File: src/lrip_pkg.sv
// ----------------------------------------------------------------------------
// lrip_pkg
// Types and constants shared by the range-image projection pipeline.
// ----------------------------------------------------------------------------
package lrip_pkg;

   // Point coordinates and derived magnitudes.
   localparam int COORD_W = 18;
   localparam int SQ_W    = 35;
   localparam int HSQ_W   = 36;
   localparam int RSQ_W   = 36;
   localparam int RNG_W   = 18;
   localparam int HX_W    = 26;

   // Angles are kept in 1/256 centidegree.
   localparam int CORDIC_IN_W   = 27;
   localparam int CORDIC_XY_W   = 30;
   localparam int ANGLE_W       = 25;
   localparam int CORDIC_ITER   = 22;
   localparam int CORDIC_LAT    = CORDIC_ITER + 1;
   localparam int ATAN_W        = 21;
   localparam logic signed [ANGLE_W-1:0] DEG90 = 25'sd2304000;

   localparam logic [ATAN_W-1:0] ATAN_TAB [CORDIC_ITER] = '{
      21'd1152000, 21'd680065, 21'd359328, 21'd182400, 21'd91554, 21'd45822,
      21'd22916,   21'd11459,  21'd5730,   21'd2865,   21'd1432,  21'd716,
      21'd358,     21'd179,    21'd90,     21'd45,     21'd22,    21'd11,
      21'd6,       21'd3,      21'd1,      21'd1
   };

   // Quotient and divisor widths of the row and column dividers.
   localparam int DIV_NUM_W = 16;
   localparam int DIV_DEN_W = 14;

   // Control and status registers.
   localparam int CSR_INDEX_W  = 2;
   localparam int CSR_DATA_W   = 17;
   localparam int LOW_ELEV_W   = 15;
   localparam int STEP_W       = 14;
   localparam int MIN_RANGE_W  = 17;

   localparam logic signed [LOW_ELEV_W-1:0] LOW_ELEV_RESET  = -15'sd1500;
   localparam logic [STEP_W-1:0]            ELEV_STEP_RESET = 14'd200;
   localparam logic [STEP_W-1:0]            AZIM_STEP_RESET = 14'd20;
   localparam logic [MIN_RANGE_W-1:0]       MIN_RANGE_RESET = 17'd1000;

   typedef enum logic [CSR_INDEX_W-1:0] {
      CSR_LOWEST_ELEVATION = 2'd0,
      CSR_ELEVATION_STEP   = 2'd1,
      CSR_AZIMUTH_STEP     = 2'd2,
      CSR_MIN_RANGE        = 2'd3
   } csr_index_type;

   typedef enum logic [1:0] {
      REJ_NONE = 2'd0,
      REJ_ROW  = 2'd1,
      REJ_COL  = 2'd2,
      REJ_NEAR = 2'd3
   } reject_code_type;

endpackage

File: src/lrip_div.sv
// ----------------------------------------------------------------------------
// lrip_div
// Pipelined restoring divider, one quotient bit per stage, floor quotient.
// ----------------------------------------------------------------------------
module lrip_div (
   input  logic                               clock,
   input  logic                               advance,
   input  logic [lrip_pkg::DIV_NUM_W-1:0]     dividend,
   input  logic [lrip_pkg::DIV_DEN_W-1:0]     divisor,
   output logic [lrip_pkg::DIV_NUM_W-1:0]     quotient
);

   localparam int NW = lrip_pkg::DIV_NUM_W;
   localparam int DW = lrip_pkg::DIV_DEN_W;

   logic [DW-1:0] rem_ff [NW];
   logic [DW-1:0] den_ff [NW];
   logic [NW-1:0] n_ff   [NW];
   logic [NW-1:0] q_ff   [NW];

   for (genvar j = 0; j < NW; j++) begin : g_step
      logic [DW-1:0] rem_src;
      logic [DW-1:0] den_src;
      logic [NW-1:0] n_src;
      logic [NW-1:0] q_src;
      logic [DW:0]   sh;
      logic [DW:0]   diff;
      logic          ge;

      if (j == 0) begin : g_head
         assign rem_src = '0;
         assign den_src = divisor;
         assign n_src   = dividend;
         assign q_src   = '0;
      end else begin : g_body
         assign rem_src = rem_ff[j-1];
         assign den_src = den_ff[j-1];
         assign n_src   = n_ff[j-1];
         assign q_src   = q_ff[j-1];
      end

      assign sh   = {rem_src, n_src[NW-1]};
      assign ge   = (sh >= {1'b0, den_src});
      assign diff = sh - {1'b0, den_src};

      always_ff @(posedge clock) begin
         if (advance) begin
            rem_ff[j] <= ge ? diff[DW-1:0] : sh[DW-1:0];
            den_ff[j] <= den_src;
            n_ff[j]   <= {n_src[NW-2:0], 1'b0};
            q_ff[j]   <= {q_src[NW-2:0], ge};
         end
      end
   end

   assign quotient = q_ff[NW-1];

endmodule

File: config.mk
export PLATFORM = sky130hd
export DESIGN_NAME = lrip_div
export DESIGN_NICKNAME = d
export VERILOG_FILES = /design/src/lrip_pkg.sv /design/src/lrip_div.sv
export SDC_FILE = /design/constraint.sdc
export NUM_CORES = 1
export LEC_CHECK = 0
export BUFFER_PORTS_ARGS = -buffer_cell sky130_fd_sc_hd__clkbuf_2
export CORE_ASPECT_RATIO = 1.75
export CORE_MARGIN = 2
export CORE_UTILIZATION = 57
export DETAILED_ROUTE_END_ITERATION = 16
export GPL_TIMING_DRIVEN = 1
export PLACE_DENSITY = 0.76
export SKIP_CTS_REPAIR_TIMING = 1
export SLEW_MARGIN = 10
export SYNTH_ARGS = -nofsm -noshare
export SYNTH_HDL_FRONTEND = slang
export SYNTH_SLANG_ARGS = --single-unit
export TNS_END_PERCENT = 20
File: constraint.sdc
create_clock -name clock -period 3.9 [get_ports clock]
set_input_delay 0.39 -clock clock [delete_from_list [all_inputs] [get_ports clock]]
set_output_delay 0.39 -clock clock [all_outputs]
set_load 0.1 [all_outputs]
==> impl_results.md <==
- Status: completed
- CTS H-tree depth: 2
- Critical path buffers and inverters: 3
- CTS tree: yes
- Area growth from synthesis to layout: 10.90%
- Chip width: about 190 um
- Crit Path Class: input port to register
- Diodes inserted: 0
- Clock latency at the later pin of the worst-skew pair: about 0.65 ns
- Min-Delay Path Class: input port to register
- Hpwl dp: approximately 54000 um
- Routability Congestion: approximately 0.96
- Total wire length: a little over 70000 um
- Die area: around 0.062 mm2
- DIE HEIGHT: 327.5 um
- Clock Skew: 0.02119 ns
- Post-route clock period utilization: about 85%
- Critical Path Start: divisor[6]
- Synth unique cells: 100
- Critical Path AT: 3.76 ns
- FILL cells: around 4300
- Critical path's top delay family: simple AND/OR/NAND/NOR gates
- Synth Instances: between 2000 and 3000
- Crit-path cells: dlygate4sd3_1 -> clkbuf_2 -> nor4_1 -> nand3_1 -> nor4_2 -> buf_4 -> a21boi_0
- Top-count cell post-synth: edfxtp_1
- Peak VDD IR: between 0.4 and 0.5 mV
- Static Leakage: approximately 15 nW
- Comb pwr share: between 40 and 50%
- Layout cell share with drive strength beyond 1: between 10% and 20%
- Vias in the first global route: approximately 22000
- Core area: about 0.06 mm2
- Unrepaired setup endpoints after global routing: false
- Clock power frac: around 22%
- Final Core Density: a little under two thirds
- Routed vias/inst: 5.923
- Via Count: around 21000
- Max-cap viol count: 0
- Rel. slew slack: about 28%
- Post-route setup TNS: 0 ns
- Worst EP required: between 4 and 5 ns
- Slew @ Worst Pin: approximately 1.1 ns
- Net switching power: ~0.0096 W
- Register bit total from synthesis: between 600 and 700
- Global-route wire length before repair: approximately 110000 um
- Sequential share of power: 38.1%
- Tmin final: between 3 and 4 ns
- Avg Inst Size Synth: between 10 and 15 um2
- Number of enable flip-flop cells after synthesis: 676
- DR iter-0 viols: around 1100
- Starting density of the core: a little under three fifths
- Reg2Reg Setup Slack: about 0.69 ns
- Async S/R FF share, synth: 0%
- Largest net degree at the start of global routing: ~110
- CTS buffer count: 60
- Setup-failing EPs final: 0
- Register area: between 0.02 and 0.025 mm2
- Residual DRC: 0
- Gr usage total: a little under a quarter
- Top_reg_cell synth: edfxtp_1
- Synth cell count leaders: 676 x edfxtp_1, 295 x inv_1, 226 x ha_1
- Row count: 118
- # IOs: between 40 and 50
- Slowest cell delay on critical path: 0.90 ns
- DR pass1 iterations: 5
- Number of clock sinks: 676
- Crit path max-delay cell type: nor4_1
- Worst hold start: divisor[1]
- CTS clk-pin slew, worst paths: around 0.06 ns
- Syn nets: around 2800
- Final Instance Area: approximately 0.038 mm2
- Post-synth top area cell: edfxtp_1
- Final Max Slew Viols: 0
- Worst Setup End Kind: register
- Final ANT Viol Nets: 0
- IO Port Bufs: between 40 and 50
- P per Cell Area: around 740 mW/mm2
- Hold Vio Cnt, Final: 0
- Cell area after placement: 0.03549 mm2
- NumNets Final: ~3000
- Max frequency: around 0.30 GHz
- Syn. warnings: 0
- Seq/Total Area, Yosys: between 50% and 60%
- CP Max Fanout: 10
- CTS Buffer Depth: 3
- Grt ovf: 0
- Multi-input logic area: 0.01248 mm2
- Reg-to-reg startpoint: rem_ff[0][56]$_DFFE_PP_
- CTS root buf: clkbuf_16
- Switch share: between 30% and 40%
- Initial antenna violation count: 0
- Synth top area share: 59.55%
- Internal power: approximately 0.018 W
- Synth area leaders: edfxtp_1 60%, ha_1 8.3%, mux2_2 4.0%, inv_1 3.2%, a21oi_1 1.8%
- Min Hold Slack: 0.09088 ns
- DR WL/cell: 20.63 um
- Worst setup SP type: input port
- Post-synthesis cell area: approximately 0.034 mm2
-- through the flow --
step | setup slack [ns] | power [W] | instances
after CTS | 0.6663 | 0.02810 | 3486
final | 0.5996 | 0.02804 | 3514
after global placement | 0.3357 | 0.02135 | 3373
after detailed placement | 0.3738 | 0.02197 | 3373
after floorplan | 1.201 | 0.01909 | 2539
after global routing | 0.4975 | 0.02954 | 3514
-- power by group through the flow --
| stage | registers [W] | logic, W | clock network (W) |
|---|---|---|---|
| detailed placement | 0.0108 | 0.0111 | 0 |
| finish | 0.0107 | 0.0113 | 0.00607 |
| CTS | 0.0107 | 0.0112 | 0.00620 |
| floorplan | 0.0107 | 0.00843 | 0 |
| global placement | 0.0108 | 0.0106 | 0 |
| global route | 0.0108 | 0.0123 | 0.00645 |
-- cells in the final DEF, fill, tap and decap left out, drive strengths merged, types with 26 or more instances in the layout --
master       count
a211oi          29
a21o            51
a21oi          125
buf             37
clkbuf         109
clkinv          31
dlygate4sd3     28
edfxtp         676
ha             226
inv            299
mux2           155
mux2i           31
nand2           71
nand2b          27
nand3           62
nand4           28
nor2           102
nor2b           31
nor3            49
o21a            26
o21ai           87
xnor2           64
xor2            47
-- final timing paths --
check                                                   to  cells past startpoint
worst max register to register     rem_ff[0][72]$_DFFE_PP_                      7
worst max-delay path            rem_ff[0][2]$_SDFFCE_PN0P_                      7
worst min register to register       n_ff[0][25]$_DFFE_PP_                      0
worst min-delay path                den_ff[0][1]$_DFFE_PP_                      1
-- logic make-up after synthesis --
group / synth area share [%]
AOI/OAI and AO/OA: 10.31
xor gates and xnor gates: 2.852
adders and majority gates: 9.118
buffers and inverters: 3.865
DFF: 59.55
muxes: 6.218
and+or+nand+nor: 8.079
-- state kept, by name, summed over array words and instances, names as in the netlist --
register  count
n_ff        120
den_ff      210
q_ff        136
rem_ff      210
-- layout make-up --
| class | instances | area share [%] |
|---|---|---|
| Sequential cell | 676 | 53.70 |
| Multi-Input combinational cell | 1538 | 33.00 |
| Clock buffer | 63 | 4.114 |
| Inverter | 296 | 2.946 |
| Tap cell | 780 | 2.582 |
| Timing Repair Buffer | 111 | 2.403 |
| Clock inverter | 50 | 1.251 |
-- layer usage --
layer | wire length [um] | up-vias | track usage [%]
met5 | 0 | - | 0
li1 | - | 9861 | -
met2 | 43910 | 483 | 49.83
met3 | 1926 | 292 | 3.310
met4 | 6652 | 0 | 20.14
met1 | 20010 | 10180 | 16.62
Note: power is estimated with default switching activity, not from simulation.
