File: src/lrip_isqrt.sv
// ----------------------------------------------------------------------------
// lrip_isqrt
// Pipelined integer square root, one result bit per stage, floor rounding.
// ----------------------------------------------------------------------------
module lrip_isqrt #(
   parameter int RootW = 18
) (
   input  logic                 clock,
   input  logic                 advance,
   input  logic [2*RootW-1:0]   radicand,
   output logic [RootW-1:0]     root
);

   localparam int NW   = 2 * RootW;
   localparam int RemW = RootW + 1;
   localparam int ShW  = RootW + 3;

   logic [RemW-1:0]  rem_ff  [RootW];
   logic [RootW-1:0] root_ff [RootW];
   logic [NW-1:0]    n_ff    [RootW];

   for (genvar j = 0; j < RootW; j++) begin : g_step
      logic [RemW-1:0]  rem_src;
      logic [RootW-1:0] root_src;
      logic [NW-1:0]    n_src;
      logic [ShW-1:0]   sh;
      logic [ShW-1:0]   trial;
      logic [ShW-1:0]   diff;
      logic             ge;

      if (j == 0) begin : g_head
         assign rem_src  = '0;
         assign root_src = '0;
         assign n_src    = radicand;
      end else begin : g_body
         assign rem_src  = rem_ff[j-1];
         assign root_src = root_ff[j-1];
         assign n_src    = n_ff[j-1];
      end

      // Bring in the next two radicand bits and try the trial subtrahend 4r+1.
      assign sh    = {rem_src, n_src[NW-1:NW-2]};
      assign trial = {1'b0, root_src, 2'b01};
      assign ge    = (sh >= trial);
      assign diff  = sh - trial;

      always_ff @(posedge clock) begin
         if (advance) begin
            rem_ff[j]  <= ge ? diff[RemW-1:0] : sh[RemW-1:0];
            root_ff[j] <= {root_src[RootW-2:0], ge};
            n_ff[j]    <= {n_src[NW-3:0], 2'b00};
         end
      end
   end

   assign root = root_ff[RootW-1];

endmodule

File: config.mk
export PLATFORM = sky130hd
export DESIGN_NAME = lrip_isqrt
export DESIGN_NICKNAME = d
export VERILOG_FILES = /design/src/lrip_isqrt.sv
export SDC_FILE = /design/constraint.sdc
export NUM_CORES = 1
export LEC_CHECK = 0
export ABC_CLOCK_PERIOD_IN_PS = 3600
export BUFFER_PORTS_ARGS = -buffer_cell sky130_fd_sc_hd__buf_2
export CELL_PAD_IN_SITES_DETAIL_PLACEMENT = 1
export CELL_PAD_IN_SITES_GLOBAL_PLACEMENT = 1
export CORE_UTILIZATION = 30
export DETAILED_ROUTE_END_ITERATION = 16
export GPL_ROUTABILITY_DRIVEN = 0
export PLACE_DENSITY = 0.46
export SLEW_MARGIN = 30
export SYNTH_ARGS = -nofsm -noshare
export SYNTH_HDL_FRONTEND = slang
export SYNTH_SLANG_ARGS = --single-unit
File: constraint.sdc
create_clock -name clock -period 3.6 [get_ports clock]
set_clock_uncertainty 0.2 [all_clocks]
set_input_delay 0.54 -clock clock [delete_from_list [all_inputs] [get_ports clock]]
set_output_delay 0.54 -clock clock [all_outputs]
set_load 0.01 [all_outputs]
==> results of run 1 <==
-- cell type report --
cell class	count	area [um2]
well taps	1536	1920
clock buffers	104	2330
repair buffers	141	1250
multi-input cells	1635	11400
flip-flops and latches	778	23400
inverters	230	863
diodes	1	2.50
fillers	12300	76200
clock inverters	59	698
-- sequential cells by signal, indices dropped and copies added (netlist names) --
register  flops
root_ff     171
n_ff        306
rem_ff      301
-- final timing paths --
path	start	to	slack, ns	cells after the start
setup / recovery	rem_ff[14][11]	rem_ff[15][2]	0.19	9
hold / removal	advance	n_ff[0][0]	0.14	1
hold reg to reg	n_ff[5][31]	n_ff[6][33]	0.21	0
setup reg to reg	rem_ff[14][11]	rem_ff[15][2]	0.19	9
-- cell families after synthesis --
| logic type | share of synthesized area (%) |
|---|---|
| DFF | 65.3 |
| AOI/OAI and AO/OA | 9.02 |
| xor gates and xnor gates | 5.41 |
| muxes | 1.32 |
| other | 0.0105 |
| adders and majority gates | 6.65 |
| and+or+nand+nor | 9.48 |
| buffers and inverters | 2.81 |
-- placed cells by master, fill, tap and decap left out, types with 41 or more instances in the layout --
master / n
a21o_1: 41
a21oi_1: 132
buf_2: 54
clkbuf_16: 91
edfxtp_1: 778
ha_1: 190
inv_1: 230
nand2_1: 180
nor2_1: 137
nor3_1: 70
o21a_1: 47
o21ai_0: 141
xnor2_1: 110
xor2_1: 109
-- timing repair --
| action | CTS | global route |
|---|---|---|
| hold endpoints to repair | 37 | 0 |
| hold buffers | 37 | 0 |
| setup endpoints to repair | 0 | 1 |
| resized for setup | 0 | 1 |
-- power by group --
group          switching, mW  internal (mW)  total [mW]
clock                   3.75           5.58        9.33
sequential             0.574           11.2        11.8
combinational           2.08           1.60        3.67
-- stage by stage --
stage	power, mW	utilization, %	area [um2]	setup slack, ns
after floorplan	14.3	-	35800	0.493
after global placement	15.6	32.6	38500	0.142
after detailed placement	15.7	32.6	38500	0.190
after CTS	25.3	35.4	41900	0.178
after global routing	26.1	35.5	41900	0.0265
final	24.8	35.5	41900	0.194
-- metal layers --
layer,part of all wire (%),vias up
li1,-,10400
met1,49,10400
met2,46,235
met3,3.4,105
met4,2.1,0
met5,0,-
==> results.yml, run 1 <==
run_status:
  status: "finished, final reports clean"
final_layout:
  area_delta_synth_final_pct: 17.0
  drive_gt1_share_pct: 10.2
  nNetsFinal: 3105
  fin_cells: 4484
cts:
  cts_setup_buffers: 0
  numCtsBuffers: 91
  clkTransAtPathRegs_ns: 0.06
  cts-root-buf: "clkbuf_16"
  cts_tree: "yes"
  h-tree-depth: 3
  insertion_delay_ns: 0.66
  numClockSinks: 778
  clockBufferDepth: 3
pwr:
  vdd_drop_max_mv: 0.344
  p_per_area_nw_per_um2: 592
  p_leak_nw: 15.8
critical_path:
  critPathBufInv: 1
  cp_max_fo: 15
  slowest_delay_ns: 0.46
  crit_type: "register to register"
  worst_setup_path_start_kind: "register"
  critPathSlowestCell: "ha_1"
  crit_chain: "ha_1, o2111ai_1, or2_2, o32ai_1, o41a_1, nor2_1, nand2_1, buf_12, mux2_2"
  crit_family: "compound AO/OA/AOI/OAI gates"
  endpoint_kind: "register"
  crit_arrival_ns: 3.62
  required_ns: 3.81
logic_synthesis:
  ys_seq_area_share_pct: 65.3
  syn_nets: 2908
  yosys_warnings: 0
  synth_area_um2: 35800
  avgSynthCellArea_um2: 13.3
  ys.flop_type: "edfxtp_1"
  netlist.area_leader.share_pct: 65.3
  synth_edf_count: 778
  synth_largest_area_cell: "edfxtp_1"
  async_flop_share_pct: 0
  synthTopCellsByCount: "778 x edfxtp_1, 230 x inv_1, 190 x ha_1"
  ys_types: 72
  synth_most_common_cell: "edfxtp_1"
  syn_inst: 2680
  synth-seq-cells: 778
  netlist_top_cells_area: "edfxtp_1 65%, ha_1 6.6%, xnor2_1 2.7%"
timing:
  whs_ns: 0.139
  period_needed_ns: 3.41
  maxSlewHeadroom_pct: 51.1
  setup_viol: 0
  period_share_pct: 94.6
  max_clock_freq_mhz: 294
  worst_pin_slew_ns: 0.725
  timing.final.max_slew_violations: 0
  rsz0062_at_grt: "no"
  finalHoldViolCount: 0
  finalSetupTns_ns: 0
detailed_routing:
  vias: 21100
  drtPass1Iterations: 5
  drc: 0
  ant_nets: 0
  routedWlPerCell_um: 16.8
  routed_wl_um: 75300
  drt-initial-drc-count: 1109
  viasPerCell: 4.70
floorplan:
  rows: 126
  pin_count: 56
  die_w_um: 347
  die_height_um: 347
  core_area_um2: 118000
  start_util_pct: 30.3
  dieArea_um2: 121000
placed_design:
  detailed_place_hpwl_um: 55100
  placed_cells: 4283
  port_buffers: 55
global_routing:
  grt_use_met3_pct: 1.99
  met2_usage_pct: 20.2
  gr-usage-met1_pct: 17.1
  grt_pass1_wl_um: 122000
  grt_pass1_vias: 22300
  gr-total-overflow: 0
  track_usage_pct: 12.5
  antenna_found_initial: 1
  top_usage_layer: "met2"
  grt_max_degree: 93
flow_run:
  cap_violations: 0
min_path:
  holdCritPathClass: "primary input to register"
Note: power is estimated with default switching activity, not from simulation.
==> run 2: changes to the inputs <==
CORE_ASPECT_RATIO = 1.5   (was unset)
==> results.yml, run 2 (synthesis results as in run 1) <==
final_layout:
  final_area_um2: 41600
  final_common_cell: "edfxtp_1"
  drive_gt1_share_pct: 10.2
  regMostFlops: "n_ff"
  fin_cells: 4512
  final_cell_mix: "778 x edfxtp_1, 230 x inv_1, 190 x ha_1, 180 x nand2_1, 141 x o21ai_0"
  fin_util_pct: 35.3
  reg_top3: "n_ff: 306 flops, rem_ff: 301 flops, root_ff: 171 flops"
  diodes: 0
  area_delta_synth_final_pct: 16.3
  largest_register_ff_count: 306
  nNetsFinal: 3117
timing:
  maxSlewHeadroom_pct: 50.4
  whs_ns: 0.178
  finalSetupTns_ns: 0
  timing.final.max_slew_violations: 0
  period_needed_ns: 3.46
  rsz0062_at_grt: "no"
  setup_ws_ns: 0.142
  worst_pin_slew_ns: 0.739
  setup_viol: 0
  finalHoldViolCount: 0
  max_clock_freq_mhz: 289
  period_share_pct: 96.1
global_routing:
  grt_pass1_wl_um: 127000
  track_usage_pct: 13.7
  antenna_found_initial: 0
  grt_max_degree: 86
  gr-total-overflow: 0
  grt_pass1_vias: 23500
detailed_routing:
  drtPass1Iterations: 4
  drc: 0
  vias: 21400
  viasPerCell: 4.74
  ant_nets: 0
  routedWlPerCell_um: 18.2
  drt-initial-drc-count: 789
  routed_wl_um: 82100
cts:
  cts-root-buf: "clkbuf_16"
  numCtsBuffers: 83
  cts_tree: "yes"
  clockBufferDepth: 3
  ctsResizeCount: 0
  clkTransAtPathRegs_ns: 0.06
  h-tree-depth: 3
  insertion_delay_ns: 0.68
  numClockSinks: 778
critical_path:
  cp_max_fo: 14
  worst_setup_path_start_kind: "register"
  r2r_cells: 9
  crit_type: "register to register"
  critPathSlowestCell: "o32ai_1"
  r2r_slack_ns: 0.14
  slowest_delay_ns: 0.51
  crit_chain: "ha_1, o2111ai_1, or2_2, o32ai_1, o41a_1, nor2_1, nand2_1, buf_4, mux2_2"
  endpoint_kind: "register"
  required_ns: 3.82
  crit_arrival_ns: 3.68
pwr:
  power.net_switching_mw: 6.33
  switching_share_pct: 26.5
  comb_power_share_pct: 15.7
  intPower_mw: 17.6
  p_per_area_nw_per_um2: 576
  clockPowerShare_pct: 35.1
  p_leak_nw: 15.7
  seqPwrFrac_pct: 49.2
  vdd_drop_max_mv: 0.395
  totalPowerFinal_mw: 23.9
floorplan:
  die_height_um: 425
  pin_count: 56
  core_area_um2: 118000
  rows: 154
  die_w_um: 284
  dieArea_um2: 121000
  start_util_pct: 30.3
placed_design:
  placed_cells: 4327
  detailed_place_hpwl_um: 61700
  port_buffers: 55
  place_worst_setup_slack_ns: 0.209
  place_area_um2: 38600
min_path:
  min_path_cells: 1
  holdCritPathClass: "primary input to register"
run_status:
  status: "finished, final reports clean"
flow_run:
  cap_violations: 0
run 2: critical path: cells and delay by family (launching register included):
kind            cells  cell delay, ns
compound gates      3            1.01
mux                 1            0.36
fa+ha+maj           1            0.44
buf+inv             1            0.26
flops               1            0.40
simple gates        3            0.52
run 2: per-layer routing:
layer | track usage, % | part of all wire (%) | vias to the layer above | routed length (um)
met5 | 0 | 0 | - | 0
met2 | 30.2 | 63 | 250 | 51300
met1 | 10.8 | 30 | 10600 | 25000
met3 | 2.02 | 2.4 | 170 | 1990
met4 | 7.37 | 4.7 | 0 | 3830
li1 | - | - | 10400 | -
run 2: final timing paths:
check	from	end
max	rem_ff[14][11]	rem_ff[15][5]
min	advance	n_ff[2][5]
max reg2reg	rem_ff[14][11]	rem_ff[15][5]
min reg2reg	n_ff[12][29]	n_ff[13][31]
run 2: power groups by stage:
stage	combinational (mW)	clock [mW]	sequential [mW]
after global placement	3.67	0	12.0
after floorplan	2.58	0	11.7
after global routing	4.22	9.06	11.9
after detailed placement	3.78	0	12.0
final	3.76	8.40	11.8
after CTS	3.84	8.81	11.8
run 2: timing repair:
item,CTS,global route
hold endpoints to repair,37,0
buffers inserted,0,0
hold buffers,37,0
run 2: cell type report:
| type | count | area [um2] |
|---|---|---|
| fillers | 12500 | 76300 |
| clock buffers | 101 | 2190 |
| repair buffers | 161 | 1350 |
| flip-flops and latches | 778 | 23400 |
| well taps | 1560 | 1950 |
| clock inverters | 47 | 442 |
| inverters | 230 | 863 |
| multi-input cells | 1635 | 11400 |
==> run 3: changes to the inputs <==
CTS_BUF_LIST = sky130_fd_sc_hd__clkbuf_8 sky130_fd_sc_hd__clkbuf_16   (was unset)
==> results.yml, run 3 (synthesis results as in run 1) <==
detailed_routing:
  drc: 0
  drtPass1Iterations: 4
  routed_wl_um: 82200
  drt-initial-drc-count: 789
  routedWlPerCell_um: 18.2
  viasPerCell: 4.74
  vias: 21400
  ant_nets: 0
global_routing:
  grt_pass1_wl_um: 127000
  track_usage_pct: 13.7
  antenna_found_initial: 0
  gr-total-overflow: 0
  grt_pass1_vias: 23500
  grt_max_degree: 86
critical_path:
  r2r_slack_ns: 0.14
  worst_setup_path_start_kind: "register"
  r2r-start: "rem_ff[14][11]"
  crit_type: "register to register"
  endpoint_kind: "register"
  r2r_cells: 9
  startpoint: "rem_ff[14][11]"
  cp_max_fo: 14
  required_ns: 3.82
  reg2reg_to: "rem_ff[15][5]"
  crit_arrival_ns: 3.68
final_layout:
  drive_gt1_share_pct: 10.2
  multi_input_area_um2: 11400
  fill_cells: 12500
  seq_area_um2: 23400
  nNetsFinal: 3117
  reg_top3: "n_ff: 306 flops, rem_ff: 301 flops, root_ff: 171 flops"
  diodes: 0
  regMostFlops: "n_ff"
  area_delta_synth_final_pct: 16.3
  final_area_um2: 41600
  final_cell_mix: "778 x edfxtp_1, 246 x inv_1, 190 x ha_1, 180 x nand2_1, 141 x o21ai_0"
  largest_register_ff_count: 306
  final_common_cell: "edfxtp_1"
timing:
  timing.final.max_slew_violations: 0
  finalHoldViolCount: 0
  period_needed_ns: 3.46
  maxSlewHeadroom_pct: 50.5
  setup_viol: 0
  finalSetupTns_ns: 0
  worst_pin_slew_ns: 0.739
  max_clock_freq_mhz: 289
  rsz0062_at_grt: "no"
  period_share_pct: 96.1
floorplan:
  core_area_um2: 118000
  die_height_um: 425
  dieArea_um2: 121000
  die_w_um: 284
  rows: 154
  start_util_pct: 30.3
  pin_count: 56
flow_run:
  cap_violations: 0
cts:
  cts-root-buf: "clkbuf_16"
  h-tree-depth: 3
  cts_tree: "yes"
  clockBufferDepth: 3
  clkTransAtPathRegs_ns: 0.06
  numClockSinks: 778
  numCtsBuffers: 83
  insertion_delay_ns: 0.68
  ctsResizeCount: 0
min_path:
  hold_end: "n_ff[2][5]"
  holdCritPathClass: "primary input to register"
  hp-start: "advance"
  min_path_cells: 1
placed_design:
  port_buffers: 55
  detailed_place_hpwl_um: 61700
  place_area_um2: 38600
pwr:
  p_leak_nw: 15.8
  p_per_area_nw_per_um2: 575
  vdd_drop_max_mv: 0.396
run_status:
  status: "finished, final reports clean"
## run 3: cell types whose count changed in the layout (fill, tap and decap cells not counted), sizes merged
cell	delta
clkbuf	-16
inv	+16
## run 3: routing by layer
| metal | GRT usage [%] | wire length [um] |
|---|---|---|
| met5 | 0 | 0 |
| met4 | 7.37 | 3840 |
| met3 | 2.02 | 2000 |
| met2 | 30.2 | 51300 |
| met1 | 10.8 | 25000 |
## run 3: repair_timing
action                                 4_1_cts  5_1_grt
hold buffers                                37        0
endpoints found under the hold margin       37        0
buffers inserted                             0        0
## run 3: layout make-up
| type | count | area share, % |
|---|---|---|
| flip-flops and latches | 778 | 56.2 |
| multi-input cells | 1635 | 27.5 |
| clock buffers | 85 | 5.11 |
| well taps | 1560 | 4.69 |
| repair buffers | 161 | 3.24 |
| inverters | 230 | 2.08 |
| clock inverters | 63 | 1.21 |
## run 3: per-stage QoR
stage	util, %	hold slack, ns	setup WS [ns]	std cells	total power [mW]
2_1_floorplan	-	0.200	0.493	2680	14.3
3_3_place_gp	32.7	0.200	0.268	4327	15.6
3_5_place_dp	32.7	0.205	0.209	4327	15.8
4_1_cts	35.3	0.119	0.167	4512	24.4
5_1_grt	35.3	0.166	0.0189	4512	25.1
6_report	35.3	0.177	0.141	4512	23.9
## run 3: worst max-delay path, stage by stage, from the launching register on
cell and delay [ns]:
edfxtp_1 0.40, ha_1 0.44, o2111ai_1 0.22, or2_2 0.36, o32ai_1 0.51, o41a_1 0.28, nor2_1 0.05, nand2_1 0.11
buf_4 0.26, mux2_2 0.36
## run 3: worst max-delay path by stage
stage,slack [ns],cells after the start,to
final,0.14,9,rem_ff[15][5]
after global routing,0.02,9,rem_ff[11][17]
after CTS,0.17,9,rem_ff[15][5]
after floorplan,0.49,10,rem_ff[15][11]
after detailed placement,0.21,9,rem_ff[15][3]
after global placement,0.27,9,rem_ff[15][2]
## run 3: report_power, final
group	switching (mW)	internal, mW	leakage, nW
Combinational	2.14	1.62	6.98
Clock	3.63	4.72	1.35
Sequential	0.562	11.2	7.45
